File: src/hw/rtl/assert_macros.svh
// Assertion helpers shared by the RTL files.
// Every check is clocked on a rising edge and is held off while reset is low.
`ifndef ASSERT_MACROS_SVH
`define ASSERT_MACROS_SVH

`ifndef ASSERT_OFF

// The property must hold at every clock edge.
`define ASSERT_ALWAYS(lbl, clk, rstn, prop, msg) \
    lbl: assert property (@(posedge clk) disable iff (!rstn) (prop)) else $error(msg);

// When the first expression holds, the second must hold in the same cycle.
`define ASSERT_IMPL(lbl, clk, rstn, ante, cons, msg) \
    lbl: assert property (@(posedge clk) disable iff (!rstn) (ante) |-> (cons)) else $error(msg);

// When the first expression holds, the second must hold in the next cycle.
`define ASSERT_NEXT(lbl, clk, rstn, ante, cons, msg) \
    lbl: assert property (@(posedge clk) disable iff (!rstn) (ante) |=> (cons)) else $error(msg);

`else

`define ASSERT_ALWAYS(lbl, clk, rstn, prop, msg)
`define ASSERT_IMPL(lbl, clk, rstn, ante, cons, msg)
`define ASSERT_NEXT(lbl, clk, rstn, ante, cons, msg)

`endif

`endif

File: src/hw/rtl/mssd_pkg.sv
package mssd_pkg;

    localparam int DEF_NUM_DIGITS = 4;
    localparam int DEF_RADIX      = 10;

    localparam int VALUE_W    = 16;
    localparam int CFG_IDX_W  = 2;
    localparam int CFG_DATA_W = 2;
    localparam int REM_W      = 5;
    localparam int WORD_W     = 16;
    localparam int BIT_CNT_W  = 4;

    localparam logic [CFG_IDX_W-1:0] CFG_BLANK_ZEROS = 2'd0;
    localparam logic [CFG_IDX_W-1:0] CFG_DP_DIGIT    = 2'd1;

    localparam logic [1:0] DP_DIGIT_RESET = 2'd1;
    localparam logic [7:0] SEL_ONE        = 8'h01;
    localparam logic [7:0] SEG_DP         = 8'h80;
    localparam logic [7:0] SEG_NONE       = 8'h00;

    typedef enum logic [1:0] {
        ST_IDLE,
        ST_MUL,
        ST_FIX,
        ST_SHIFT
    } t_state;

    // Seven-segment glyphs, segment a in bit 0. Hex glyphs only appear with a radix above ten.
    function automatic logic [7:0] seg_lut(input logic [3:0] digit);
        logic [7:0] seg;
        case (digit)
            4'h0: seg = 8'h3F;
            4'h1: seg = 8'h06;
            4'h2: seg = 8'h5B;
            4'h3: seg = 8'h4F;
            4'h4: seg = 8'h66;
            4'h5: seg = 8'h6D;
            4'h6: seg = 8'h7D;
            4'h7: seg = 8'h07;
            4'h8: seg = 8'h7F;
            4'h9: seg = 8'h6F;
            4'hA: seg = 8'h77;
            4'hB: seg = 8'h7C;
            4'hC: seg = 8'h39;
            4'hD: seg = 8'h5E;
            4'hE: seg = 8'h79;
            4'hF: seg = 8'h71;
            default: seg = 8'h00;
        endcase
        return seg;
    endfunction

endpackage

File: src/hw/rtl/mssd_divider.sv
module mssd_divider
    import mssd_pkg::*;
#(
    parameter int RADIX = DEF_RADIX
) (
    input  logic               i_clk,
    input  logic               i_load,
    input  logic [VALUE_W-1:0] i_num,
    output logic [VALUE_W-1:0] o_quo,
    output logic [REM_W-1:0]   o_rem
);

    // Reciprocal scaled by 2^16; the estimate is low by at most one.
    localparam int RECIP = (1 << VALUE_W) / RADIX;

    localparam logic [VALUE_W-1:0]   DIVISOR = VALUE_W'(RADIX);
    localparam logic [VALUE_W-1:0]   RECIP_C = VALUE_W'(RECIP);

    logic [VALUE_W-1:0]   r_num;
    logic [2*VALUE_W-1:0] r_prod;
    logic [VALUE_W-1:0]   w_est;
    logic [VALUE_W-1:0]   w_back;
    logic [VALUE_W-1:0]   w_diff;

    always_ff @(posedge i_clk) begin
        if (i_load) begin
            r_num  <= i_num;
            r_prod <= i_num * RECIP_C;
        end
    end

    always_comb begin
        w_est  = r_prod[2*VALUE_W-1:VALUE_W];
        w_back = VALUE_W'(w_est * DIVISOR);
        w_diff = r_num - w_back;
        if (w_diff >= DIVISOR) begin
            o_quo = w_est + VALUE_W'(1);
            o_rem = REM_W'(w_diff - DIVISOR);
        end else begin
            o_quo = w_est;
            o_rem = REM_W'(w_diff);
        end
    end

endmodule

File: src/hw/rtl/muxed_seven_segment_shift_driver.sv
// Channel   Direction  Handshake                  Payload
// input     in         i_valid / o_ready          i_display_value
// output    out        o_valid / i_ready          o_serial_bit, o_latch_pulse
// config    in         i_cfg_valid / o_cfg_ready  i_cfg_index, i_cfg_data
//
// An item at digit position p first goes through digit extraction and then shifts
// out its 16-bit word, one serial bit per cycle when the receiver is ready. The
// shared divide-by-radix unit does the extraction: p+1 divisions, each a multiply
// state (ST_MUL) followed by a correction state (ST_FIX).
// A blanked digit finishes after the division that yields its own quotient and sends nothing.
// Reset is synchronous and active low; it clears the position, blanking and the sequencer.
// A stalled output simply holds the current bit; no new item is taken until all 16 bits leave.
`include "assert_macros.svh"

module muxed_seven_segment_shift_driver
    import mssd_pkg::*;
#(
    parameter int NUM_DIGITS = DEF_NUM_DIGITS,
    parameter int RADIX      = DEF_RADIX
) (
    input  logic                  i_clk,
    input  logic                  i_rst_n,
    input  logic                  i_valid,
    output logic                  o_ready,
    input  logic [VALUE_W-1:0]    i_display_value,
    output logic                  o_valid,
    input  logic                  i_ready,
    output logic                  o_serial_bit,
    output logic                  o_latch_pulse,
    input  logic                  i_cfg_valid,
    output logic                  o_cfg_ready,
    input  logic [CFG_IDX_W-1:0]  i_cfg_index,
    input  logic [CFG_DATA_W-1:0] i_cfg_data
);

    localparam int PW = (NUM_DIGITS > 1) ? $clog2(NUM_DIGITS) : 1;
    localparam logic [PW-1:0] LAST_POS = PW'(NUM_DIGITS - 1);

    t_state r_state;
    t_state n_state;

    logic [PW-1:0]        r_pos;
    logic [PW-1:0]        r_cnt;
    logic                 r_blank;
    logic [1:0]           r_dp;
    logic [BIT_CNT_W-1:0] r_bit;
    logic [VALUE_W-1:0]   r_quo;
    logic [WORD_W-1:0]    r_word;

    logic [VALUE_W-1:0]   w_quo;
    logic [REM_W-1:0]     w_rem;
    logic                 w_skip;
    logic                 w_fire;
    logic                 w_last;
    logic                 w_done;
    logic [7:0]           w_sel;
    logic [7:0]           w_seg;

    // The one shared unit: each pass divides the running quotient by the radix.
    mssd_divider #(
        .RADIX (RADIX)
    ) u_div (
        .i_clk  (i_clk),
        .i_load (r_state == ST_MUL),
        .i_num  (r_quo),
        .o_quo  (w_quo),
        .o_rem  (w_rem)
    );

    // The pass that yields the digit's own quotient also decides leading-zero blanking.
    assign w_skip = (r_state == ST_FIX) && (r_cnt == PW'(1)) && r_blank
                    && (r_pos > PW'(1)) && (w_quo == '0);
    assign w_fire = o_valid && i_ready;
    assign w_last = w_fire && (r_bit == BIT_CNT_W'(WORD_W - 1));
    assign w_done = w_skip || w_last;

    // Select byte has the current digit's bit low; the segment byte may carry the point.
    always_comb begin
        w_sel = ~(SEL_ONE << r_pos);
        w_seg = seg_lut(w_rem[3:0])
                | ((4'(r_pos) == 4'(r_dp)) ? SEG_DP : SEG_NONE);
    end

    always_comb begin
        n_state = r_state;
        case (r_state)
            ST_IDLE: begin
                if (i_valid) begin
                    n_state = ST_MUL;
                end
            end
            ST_MUL: begin
                n_state = ST_FIX;
            end
            ST_FIX: begin
                if (w_skip) begin
                    n_state = ST_IDLE;
                end else if (r_cnt == '0) begin
                    n_state = ST_SHIFT;
                end else begin
                    n_state = ST_MUL;
                end
            end
            ST_SHIFT: begin
                if (w_last) begin
                    n_state = ST_IDLE;
                end
            end
            default: begin
                n_state = ST_IDLE;
            end
        endcase
    end

    always_comb begin
        o_ready       = 1'b0;
        o_valid       = 1'b0;
        o_cfg_ready   = 1'b1;
        o_serial_bit  = r_word[WORD_W-1];
        o_latch_pulse = 1'b0;
        case (r_state)
            ST_IDLE: begin
                o_ready = 1'b1;
            end
            ST_SHIFT: begin
                o_valid       = 1'b1;
                o_latch_pulse = (r_bit == BIT_CNT_W'(WORD_W - 1));
            end
            default: begin
                o_ready = 1'b0;
            end
        endcase
    end

    always_ff @(posedge i_clk) begin
        if (!i_rst_n) begin
            r_state <= ST_IDLE;
            r_pos   <= '0;
            r_cnt   <= '0;
            r_blank <= 1'b0;
            r_dp    <= DP_DIGIT_RESET;
            r_bit   <= '0;
        end else begin
            r_state <= n_state;
            if (i_cfg_valid && o_cfg_ready) begin
                if (i_cfg_index == CFG_BLANK_ZEROS) begin
                    r_blank <= i_cfg_data[0];
                end else if (i_cfg_index == CFG_DP_DIGIT) begin
                    r_dp <= i_cfg_data[1:0];
                end
            end
            if (r_state == ST_IDLE && i_valid) begin
                r_cnt <= r_pos;
            end else if (r_state == ST_FIX && r_cnt != '0) begin
                r_cnt <= r_cnt - PW'(1);
            end
            if (r_state == ST_FIX && r_cnt == '0) begin
                r_bit <= '0;
            end else if (w_fire) begin
                r_bit <= r_bit + BIT_CNT_W'(1);
            end
            if (w_done) begin
                r_pos <= (r_pos == LAST_POS) ? '0 : r_pos + PW'(1);
            end
        end
    end

    always_ff @(posedge i_clk) begin
        if (r_state == ST_IDLE && i_valid) begin
            r_quo <= i_display_value;
        end else if (r_state == ST_FIX && r_cnt != '0) begin
            r_quo <= w_quo;
        end
        if (r_state == ST_FIX && r_cnt == '0) begin
            r_word <= {w_sel, w_seg};
        end else if (w_fire) begin
            r_word <= {r_word[WORD_W-2:0], 1'b0};
        end
    end

    `ASSERT_ALWAYS(a_pos_range, i_clk, i_rst_n, r_pos <= LAST_POS, "digit position out of range")
    `ASSERT_IMPL(a_digit_range, i_clk, i_rst_n, r_state == ST_FIX, w_rem < REM_W'(RADIX), "digit not below radix")
    `ASSERT_IMPL(a_one_side, i_clk, i_rst_n, o_ready, !o_valid, "item taken while bits still pending")
    `ASSERT_NEXT(a_latch_ends, i_clk, i_rst_n, w_fire && o_latch_pulse, o_ready && !o_valid, "run did not end after latch bit")

endmodule

File: config.mk
export PLATFORM = sky130hd
export DESIGN_NAME = muxed_seven_segment_shift_driver
export DESIGN_NICKNAME = d
export VERILOG_FILES = /design/src/hw/rtl/mssd_pkg.sv /design/src/hw/rtl/mssd_divider.sv /design/src/hw/rtl/muxed_seven_segment_shift_driver.sv
export VERILOG_INCLUDE_DIRS = /design/src /design/src/hw/rtl
export SDC_FILE = /design/constraint.sdc
export NUM_CORES = 1
export LEC_CHECK = 0
export BUFFER_PORTS_ARGS = -buffer_cell sky130_fd_sc_hd__buf_2
export CAP_MARGIN = 30
export CORE_UTILIZATION = 39
export CTS_CLUSTER_SIZE = 28
export DETAILED_ROUTE_END_ITERATION = 10
export SLEW_MARGIN = 20
export SYNTH_ARGS = -nofsm -noshare
export SYNTH_HDL_FRONTEND = slang
export SYNTH_SLANG_ARGS = --single-unit
export TNS_END_PERCENT = 10
File: constraint.sdc
create_clock -name i_clk -period 8.5 [get_ports i_clk]
set_clock_uncertainty 0.2 [all_clocks]
set_input_delay 0.425 -clock i_clk [delete_from_list [all_inputs] [get_ports i_clk]]
set_output_delay 0.425 -clock i_clk [all_outputs]
set_load 0.02 [all_outputs]
# After elaboration in Yosys (flattened, before gate mapping)
# Memory sizes are Yosys's and may differ from the RTL's.
# Cells that the tools add are included.
op_classes:
  eq_ne: 10
  n_reduce_logical: 21
  add_sub_neg: 6
  n_mul: 2
  mux: 18
  n_bitwise: 4
  n_shift: 1
  n_lt_le_gt_ge: 2
op_table:
  columns: ["operator", "n"]
  rows:
  - ["$mux W16", 5]
  - ["$mul A16 B13 Y29 const B", 1]
  - ["$ge A16 B4 Y1 const B", 1]
  - ["$logic_not A16 Y1", 1]
  - ["$sub A16 B16 Y16", 1]
  - ["$mul A13 B3 Y15 const B", 1]
  - ["$add A13 B1 Y14 const B", 1]
  - ["$mux W2", 7]
  - ["$logic_and A1 B1 Y1", 9]
  - ["$mux W8", 1]
  - ["$not A8 Y8", 1]
  - ["$or A8 B8 Y8", 1]
  - ["$pmux W2 S4", 1]
  - ["$shl A1 B2 Y8 const A", 1]
  - ["$eq A2 B1 Y1 const B", 3]
  - ["$eq A2 B2 Y1 const B", 3]
  - ["$logic_not A2 Y1", 3]
  - ["$reduce_bool A2 Y1", 3]
  - ["$add A4 B1 Y4 const B", 1]
  - ["$eq A4 B4 Y1 const B", 1]
  - ["$mux W4", 1]
  - ["$ne A2 B2 Y1 const B", 2]
  - ["$reduce_and A2 Y1", 2]
  - ["$sub A4 B4 Y4 const B", 1]
  - ["other kinds (9)", 12]
totals:
  elab_cells: 75
  output_inout_bits: 5
  register_bits: 90
  mem_bits_ro: 112
  mem_count: 1
memory_table:
  columns: ["name", "depth", "width", "rd", "rd_clocked_by_memory_dff", "wr", "line_no", "source"]
  rows:
  - ["(name not given)", 16, 7, 1, 0, 0, "mssd_pkg.sv:31", "case (digit)"]

# Longest topological paths before layout
logic_depth:
  word_depth: 8
  mapped_depth: 28
  mapped_depth_nobuf: 27

# Cells and area by module
# From an unflattened synthesis, not the netlist that was laid out.
unflattened:
  hier_cells: 821
  hier_area_um2: 8423.1
modules_own_cells:
  columns: ["mod", "instances", "cells_per_inst", "seq_area_each_um2", "area_each_um2"]
  rows:
  - ["mssd_divider", 1, 614, 870.8, 6035.8]
  - ["muxed_seven_segment_shift_driver", 1, 207, 1221.2, 2387.3]

# Worst setup path before layout
# No wires, ideal clock.
synth_path:
  path_kind: "register to register"
  start: "register u_div.r_prod[19]"
  end: "register r_word[3], data pin"
  setup_ps: 145
  path_slack_ps: 2244
  path_stages_with_launch: 28
  synth_period_minus_slack_ps: 6256
  n_path_buf: 1
  arrival_time_ps: 5911
  cell_sequence: "edfxtp_1 ha_1 ha_1 fa_1 a21o_1 a21oi_1 o21bai_1 a21oi_1 o21bai_1 a21oi_1 o21bai_1 a21oi_1 xor2_1 ha_1 nor2b_1 o2bb2ai_1 a2111o_1 nor4_2 nand4_1 or3_4 buf_6 nor2_8 xnor2_1 inv_1 ha_1 inv_1 mux4_1 o21ai_1"
synth_between:
  elab_chain_len: 7
synth_lines:
  columns: ["item", "line_no", "source"]
  rows:
  - ["start: declaration", "mssd_divider.sv:20", "logic [2*VALUE_W-1:0] r_prod;"]
  - ["start signal: assignment", "mssd_divider.sv:28", "r_prod <= i_num * RECIP_C;"]
  - ["$mul A13 B3 Y15", "mssd_divider.sv:34", "w_back = VALUE_W'(w_est * DIVISOR);"]
  - ["$sub A16 B16 Y16", "mssd_divider.sv:35", "w_diff = r_num - w_back;"]
  - ["$ge A16 B4 Y1", "mssd_divider.sv:36", "if (w_diff >= DIVISOR) begin"]
  - ["$mux W4", "mssd_divider.sv:36", null]
  - ["$mem_v2 Z16 W7", null, null]
  - ["$or A8 B8 Y8", "muxed_seven_segment_shift_driver.sv:81", "| ((4'(r_pos) == 4'(r_dp)) ? SEG_DP : SEG_NONE);"]
  - ["$mux W16", "muxed_seven_segment_shift_driver.sv:174", "if (r_state == ST_FIX && r_cnt == '0) begin"]
  - ["end signal: assignment", "muxed_seven_segment_shift_driver.sv:175", "r_word <= {w_sel, w_seg};"]
  - ["end signal: assignment", "muxed_seven_segment_shift_driver.sv:177", "r_word <= {r_word[WORD_W-2:0], 1'b0};"]
  - ["end: declaration", "muxed_seven_segment_shift_driver.sv:48", "logic [WORD_W-1:0] r_word;"]
# No other way between the ends.
# A chain may end at the register's enable or synchronous reset.

# Worst setup path in the final report
layout_path:
  start: "register u_div.r_prod[17]"
  end: "register r_word[6], data pin"
layout_between:
  elab_chain_len: 7
  word_cells_on_any_way: 8
layout_lines:
  columns: ["item", "line_no"]
  rows:
  - ["$mul A13 B3 Y15 *", "mssd_divider.sv:34"]
  - ["$sub A16 B16 Y16 *", "mssd_divider.sv:35"]
  - ["$ge A16 B4 Y1 / $sub A4 B4 Y4 (equally long branches)", "mssd_divider.sv:36, mssd_divider.sv:38"]
  - ["$mux W4 *", "mssd_divider.sv:36"]
  - ["$mem_v2 Z16 W7 *", null]
  - ["$or A8 B8 Y8 *", "muxed_seven_segment_shift_driver.sv:81"]
  - ["$mux W16 *", "muxed_seven_segment_shift_driver.sv:174"]
# Every way passes the cells marked *; elsewhere a longest branch is shown, timed or not.

==> flow_summary.yaml <==
logic_synthesis:
  synth-edff-count: 61
  yosysWarnings: 0
  synth_top_family_by_area: "adder cells"
  synthMuxAreaShare_pct: 2.04
  yosys-top-cells-area: "ha_1 (23%), edfxtp_1 (22%), fa_1 (14%)"
  synthFlopType: "edfxtp_1"
  synth_compound_area_share_pct: 12.7
  yosys.area.top_type: "ha_1"
  avgSynthCellArea_um2: 10.2
  postSynth.asyncResetShare_pct: 0
  synth-simple-area-share_pct: 11.8
  synthAdderAreaFrac_pct: 37.3
  syn_inst: 821
  synth_area_um2: 8330
  synth_nets: 1059
  seq_area_frac_synth_pct: 25.1
  synthXorXnorAreaFrac_pct: 4.82
  synth_cell_types: 75
  ys_ff_latch: 74
  synth_top_area_share_pct: 23.1
clock_tree:
  clock_sinks: 74
  ctsRootBufferMaster: "clkbuf_16"
  cts_max_path_buffers: 2
  postCtsSetupRepairBufs: 0
  cts_buffers: 9
  clkLatencyLatePin_ps: 340
  hold_buffers: 0
  cts_resized: 0
  tritoncts: "yes"
  clk_pin_slew_ps: 60
  htree_levels: 3
drt:
  dr.pass1.iters: 4
  drt_iter0_drc: 242
  vias_per_cell: 5.12
  routed_wl_um: 17200
  wl_per_cell_um: 15.2
  antenna_left: 0
  drc: 0
  num_vias: 5793
timing:
  rsz0062_at_grt: "false"
  slew_viol_final: 0
  worst_pin_slew_ps: 811
  hold_viol_final: 0
  setup_viol: 0
  tns_ps: 0
  hold-worst-slack_ps: 109
  fmax_mhz: 146
  finalCriticalPeriod_ps: 6840
  maxSlewHeadroom_pct: 45.7
  timing.final.crit_share_pct: 80.4
min_path:
  holdCritPathClass: "in -> reg"
  hp-start: "i_cfg_data[0]"
  hold_end: "r_dp[0]"
  hold_depth: 3
layout:
  diodes: 0
  fin_nets: 1089
  syn2layout_area_growth_pct: 9.44
  layout-drive-gt1-share_pct: 8.53
  utilization_pct: 43.5
grt:
  grt_use_total_pct: 17.0
  first_global_vias: 5928
  gr-usage-met3_pct: 2.09
  grt_pass1_wl_um: 29400
  antenna_found_initial: 0
  overflow: 0
  use_met1_pct: 23.2
  grt_max_degree: 30
  met2_usage_pct: 28.2
  grt.busiest_layer: "met2"
floorplan:
  ios: 30
  start_util_pct: 39.8
  num_rows: 53
  die_x_um: 148
  core-area_um2: 21000
  die_area_um2: 22000
  die_h_um: 148
critical_path:
  required_ps: 8520
  cp_slowest_cell: "or3_4"
  rr_endpoint: "r_word[6]"
  worstSetupPathType: "reg -> reg"
  worstSetupEndpointType: "flip-flop"
  r2r_cells: 26
  worst_ep_arrival_time_ps: 6860
  startpoint_type: "flip-flop"
  crit_fanout: 12
  cpPeakStageDelay_ps: 510
  reg2reg_slack_ps: 1660
  reg2reg_from: "u_div.r_prod[17]"
placed_design:
  gp_congestion: 0.848
  port_buffers: 28
  dp_hpwl_um: 14200
status:
  status: "completed"
job:
  drv_cap: 0
-- flip-flops by register name, indices dropped and copies added (netlist names) --
register / cells
r_bit: 4
r_blank: 1
r_cnt: 2
r_dp: 2
r_pos: 2
r_quo: 16
r_state: 2
r_word: 16
u_div.r_num: 16
u_div.r_prod: 13
-- synth_stat cells (all sizes together), types with 2 or more instances --
master   instances
o2bb2ai          2
and3            12
nor3b            4
and2             4
a211oi           7
xor2            15
nand3           17
a221oi           4
mux2             3
or3             11
o21ai           46
o211ai           6
nor2b            8
o31ai            3
ha             154
edfxtp          61
mux2i           11
nor3            13
or3b             2
a2111oi          2
nor4             3
nand3b           4
or2              6
o221ai           2
o2111a           3
nand2b           7
fa              59
a21oi           30
o21a             6
inv            115
o21bai           7
nand2           43
nor2            58
a21boi           2
o22ai            3
a21o            12
nand4            2
clkbuf           8
xnor2           30
o41ai            2
buf              6
dfxtp           13
a31oi            2
-- worst max-delay path, delay by kind of cell (launching register included) --
family                   cells  cell delay, ps
adder cells (fa/ha/maj)      5            1580
AND/OR/NAND/NOR              5            1270
XOR/XNOR                     2             490
multiplexers                 1             300
flip-flops                   1             490
buffers and inverters        1             180
AO/OA/AOI/OAI               12            2190
-- per-stage QoR --
step | setup slack (ps) | instances | instance area [um^2]
2_1_floorplan | 2240 | 821 | 8330
3_3_place_gp | 1660 | 1112 | 8750
3_5_place_dp | 1470 | 1113 | 8770
4_1_cts | 1460 | 1129 | 9110
5_1_grt | 1140 | 1131 | 9120
6_report | 1660 | 1131 | 9120
-- cell usage in the layout, fill, tap and decap left out, types with 4 or more instances in the layout --
| cell | count |
|---|---|
| and3_1 | 12 |
| edfxtp_1 | 61 |
| clkbuf_16 | 9 |
| or2_2 | 4 |
| nor2b_1 | 7 |
| dfxtp_1 | 13 |
| xor2_1 | 15 |
| a221oi_1 | 4 |
| o21ai_1 | 11 |
| mux2i_1 | 11 |
| nand3_1 | 17 |
| a21oi_1 | 30 |
| nand3b_1 | 4 |
| a21o_1 | 12 |
| o21a_1 | 6 |
| o21bai_1 | 5 |
| buf_2 | 29 |
| or3_1 | 10 |
| o21ai_0 | 33 |
| nor3b_1 | 4 |
| a211oi_1 | 6 |
| nor3_1 | 12 |
| nor2_1 | 55 |
| xnor2_1 | 29 |
| nand2_1 | 43 |
| inv_1 | 115 |
| nand2b_1 | 7 |
| and2_1 | 4 |
| fa_1 | 59 |
| ha_1 | 154 |
| o211ai_1 | 5 |
-- how the worst max path moves through the flow --
stage,start,to
after floorplan,u_div.r_prod[19],r_word[3]
after global placement,u_div.r_prod[19],r_word[6]
after detailed placement,u_div.r_prod[19],r_word[6]
after CTS,u_div.r_prod[19],r_word[6]
after global routing,u_div.r_prod[17],r_word[6]
final,u_div.r_prod[17],r_word[6]
-- layer usage --
metal	vias up	wire (um)
met5	-	0
met4	0	335
met3	21	459
met2	57	8000
met1	2778	8430
li1	2937	-
-- cell type report --
type	instances	area (um^2)
Tap cell	275	344
Fill cell	2055	11800
Multi-Input combinational cell	618	5730
Clock inverter	6	113
Clock buffer	10	229
Inverter	115	432
Timing Repair Buffer	33	183
Sequential cell	74	2090
-- cell families (layout without fill, tap and decap cells) --
family	Yosys count	in the layout
AOI/OAI and AO/OA	150	150
xor gates and xnor gates	45	45
adders and majority gates	213	213
buffers and inverters	129	164
DFF	74	74
muxes	15	15
other	1	1
and+or+nand+nor	194	194
Power is left out: the tool's default activity adds up to more than one toggle a clock period on the data nets, which glitch-free logic cannot reach.
